$ cat src/hw/rtl/uvsph_divider.sv
`timescale 1ns / 1ps
// ----------------------------------------------------------------------------
// uvsph_divider
// Pipelined restoring divider, one quotient bit per stage, with a stall
// enable shared by the whole pipeline. Carries a side payload alongside.
// ----------------------------------------------------------------------------
module uvsph_divider #(
    parameter int NUM_W  = 35,
    parameter int DEN_W  = 11,
    parameter int SIDE_W = 8
) (
    input  logic              aclk,
    input  logic              adv,
    input  logic [NUM_W-1:0]  num,
    input  logic [DEN_W-1:0]  den,
    input  logic [SIDE_W-1:0] side_in,
    output logic [NUM_W-1:0]  quo,
    output logic [SIDE_W-1:0] side_out
);

    logic [NUM_W-1:0]  q_reg   [NUM_W+1];
    logic [DEN_W:0]    r_reg   [NUM_W+1];
    logic [NUM_W-1:0]  n_reg   [NUM_W+1];
    logic [DEN_W-1:0]  d_reg   [NUM_W+1];
    logic [SIDE_W-1:0] s_reg   [NUM_W+1];

    always_comb begin
        q_reg[0] = '0;
        r_reg[0] = '0;
        n_reg[0] = num;
        d_reg[0] = den;
        s_reg[0] = side_in;
    end

    for (genvar k = 0; k < NUM_W; k++) begin : g_stage
        logic [DEN_W+1:0] trial;
        logic             fits;
        always_comb begin
            trial = {r_reg[k], n_reg[k][NUM_W-1-k]};
            fits  = trial >= {2'b00, d_reg[k]};
        end
        always_ff @(posedge aclk) begin
            if (adv) begin
                r_reg[k+1] <= fits ? DEN_W'(trial - {2'b00, d_reg[k]}) + (DEN_W+1)'(0)
                                   : trial[DEN_W:0];
                q_reg[k+1] <= q_reg[k] | (NUM_W'(fits) << (NUM_W-1-k));
                n_reg[k+1] <= n_reg[k];
                d_reg[k+1] <= d_reg[k];
                s_reg[k+1] <= s_reg[k];
            end
        end
    end

    assign quo      = q_reg[NUM_W];
    assign side_out = s_reg[NUM_W];

endmodule

$ cat config.mk
export PLATFORM = sky130hd
export DESIGN_NAME = uvsph_divider
export DESIGN_NICKNAME = d
export VERILOG_FILES = /design/src/hw/rtl/uvsph_divider.sv
export SDC_FILE = /design/constraint.sdc
export NUM_CORES = 2
export LEC_CHECK = 0
export ABC_AREA = 1
export BUFFER_PORTS_ARGS = -buffer_cell sky130_fd_sc_hd__buf_2
export CAP_MARGIN = 20
export CORE_ASPECT_RATIO = 0.6
export CORE_MARGIN = 5
export CORE_UTILIZATION = 45
export DETAILED_ROUTE_END_ITERATION = 8
export RECOVER_POWER = 100
export REMOVE_ABC_BUFFERS = 1
export SLEW_MARGIN = 20
export SYNTH_ARGS = -nofsm -noshare
export SYNTH_HDL_FRONTEND = slang
export SYNTH_SLANG_ARGS = --single-unit
$ cat constraint.sdc
create_clock -name aclk -period 4.6 [get_ports aclk]
set_input_delay 0.92 -clock aclk [delete_from_list [all_inputs] [get_ports aclk]]
set_output_delay 0.92 -clock aclk [all_outputs]
set_load 0.05 [all_outputs]
==> impl_metrics.ini <==
[synth]
async_flop_share_pct = 0
ys_types = 35
synthMuxAreaShare_pct = 0
syn_avg_cell_area_um2 = 12.4
synth_area_leaders = edfxtp_1, nand2_1, ha_1
synth_fa_ha_area_share_pct = 5.47
synth_flop_cell = edfxtp_1
netlist_instances = 7917
synthSimpleGateAreaFrac_pct = 16.8
synth_largest_area_cell = edfxtp_1
synth_compound_area_share_pct = 1.34
synth_edf_count = 2286
synth_top_area_share_pct = 69.9
yosys_warnings = 0
synth_common_cells = edfxtp_1, nand2_1, inv_1
yosysMostFrequentCell = edfxtp_1
synth-xor-area-share_pct = 1.18
ys_seq_area_share_pct = 69.9
synth_top_family_by_area = simple AND/OR/NAND/NOR gates
syn_area_um2 = 98200
ys_ff_latch = 2286

[timing]
finClkSkew_ns = 0.0355
fin_tns_setup_ns = 0
grt_setup_unrepaired = no
fmax_mhz = 279
drv_slew = 245
finalCriticalPeriod_ns = 3.58
tightestPinTransition_ns = 2.02
final-hold-violation-count = 0
setup_viol_count_final = 0
max_slew_margin_pct = -35.0
post-route-period-util_pct = 77.9

[die]
die-area_um2 = 228000
die_y_um = 372
floorplan.rows = 132
ioPinCount = 99
start_util_pct = 45.4
coreArea_um2 = 216000
die_w_um = 613

[global_route]
grt_max_degree = 115
antenna_found_initial = 6
grt_util_all_layers_pct = 17.1
grt_pass1_wl_um = 307000
overflow = 0
grt_pass1_vias = 53010

[setup_path]
cp_top_family = buffers and inverters
slowest_stage = clkbuf_1
cp_cell_sequence = clkbuf_1 -> buf_16 -> clkbuf_2
required_ns = 5.06
reg2reg_slack_ns = 1.16
cp.arrival_ns = 4.04
crit_buf_inv = 3
critPathMaxStageDelay_ns = 1.40
cp-end-kind = register
path_class = in2reg
cp_max_fo = 77
startpoint_type = input port

[clock_network]
htree_levels = 4
cts_made_buffers = 214
clkLatencyLatePin_ns = 0.85
post_cts_buffers = 0
path_clk_slew_ns = 0.06
clock_sinks = 2286
cts-resized-gates = 0
tritoncts = yes
cts-root-buf = clkbuf_16
hold_buffers = 0
cts_buffer_depth = 4

[detailed_routing]
routed-wl-met3_um = 18200
routed.top_layer = met5
wl_um = 198000
vias = 56952
dr.pass1.iters = 6
wl_met2_um = 70900
via_per_inst = 5.08
drc = 0
wl_per_cell_um = 17.6
drt_iter0_drc = 5924
ant_nets = 0
met1Wirelength_um = 105000

[hold_path]
hold_path_class = in2reg

[finish]
fill_cells = 18862
syn2layout_area_growth_pct = 10.3
nNetsFinal = 8628
largest_register_ff_count = 595
instances_no_fill = 11211
final_cell_area_um2 = 108000
drive_gt1_share_pct = 7.28

[placement]
dp.cells = 10827
io_buffer_count = 98
hpwl_um = 140000
dpl_cell_area_um2 = 102000
routabilityCongestion = 0.960

[status]
status = finished, violations left
violations = max-capacitance violations, max-slew violations

[job]
drv_cap = 6

[power_and_ir_drop]
powerDensity_nw_per_um2 = 571
power.leakage_uw = 0.0449
ir_worst_vdd_v = 0.000381
==> routing by layer <==
layer | global-route usage [%] | up-vias
met5 | 0.362 | -
met4 | 3.58 | 2
met3 | 4.37 | 268
met2 | 20.8 | 1926
met1 | 29.5 | 27022
li1 | - | 27734
==> final cells by class <==
cell class / count / area, um^2 / area share, %
tap: 2881 / 3600 / 3.33
timing repair buffer: 171 / 1060 / 0.979
clock inverter: 137 / 1500 / 1.38
multi-input combinational: 4465 / 24100 / 22.3
sequential: 2286 / 68600 / 63.4
inverter: 1025 / 3850 / 3.55
antenna: 1 / 2.50 / 0.00231
clock buffer: 245 / 5490 / 5.07
==> report_power, final <==
part	switching (uW)	internal (uW)	leakage, uW	total (uW)
clock network	7610	10200	0.00342	17800
registers	1670	26400	0.0223	28100
logic	10600	5320	0.0192	15900
total	19900	42000	0.0449	61800
==> logic make-up after synthesis <==
group,count (synthesis)
compound gates,219
xor+xnor,132
flops,2286
fa+ha+maj,409
simple gates,3672
other cells,1
buf+inv,1198
==> final timing paths <==
path	to	depth (start not counted)	start
worst max-delay path	g_stage[16].trial[3]$_DFFE_PP_	3	adv
worst min register to register	n_reg[771]$_DFFE_PP_	0	n_reg[806]$_DFFE_PP_
worst min-delay path	n_reg[1222]$_DFFE_PP_	1	num[32]
worst max register to register	g_stage[16].trial[11]$_DFFE_PP_	10	d_reg[228]$_DFFE_PP_
==> through the flow <==
stage	total power (uW)	util, %	hold WS (ns)	worst slack, ns
6_report	61800	50.0	0.243	1.02
5_1_grt	65800	50.0	0.176	0.803
4_1_cts	62400	50.3	0.165	1.88
3_5_place_dp	44200	47.1	0.405	1.88
3_3_place_gp	44100	47.1	0.400	1.88
2_1_floorplan	39200	-	0.400	2.54
==> layout by cell type (no fill, tap or decap), drive strengths merged, types with 29 or more instances in the layout <==
| master | instances |
|---|---|
| nand3 | 443 |
| a21o | 31 |
| bufinv | 29 |
| conb | 33 |
| buf | 74 |
| nor2 | 434 |
| xor2 | 131 |
| inv | 1035 |
| nor3 | 35 |
| edfxtp | 2286 |
| fa | 33 |
| ha | 376 |
| nand4 | 456 |
| clkinv | 88 |
| clkbuf | 342 |
| nand2 | 2274 |
| a21oi | 169 |
==> worst register-to-register path: cells and delay by family, from the launching register on <==
kind | cells | cell delay [ns]
buf+inv | 2 | 0.12
compound gates | 1 | 0.79
flops | 1 | 0.40
fa+ha+maj | 1 | 0.37
simple gates | 6 | 1.46
Note: power is estimated with default switching activity, not from simulation.
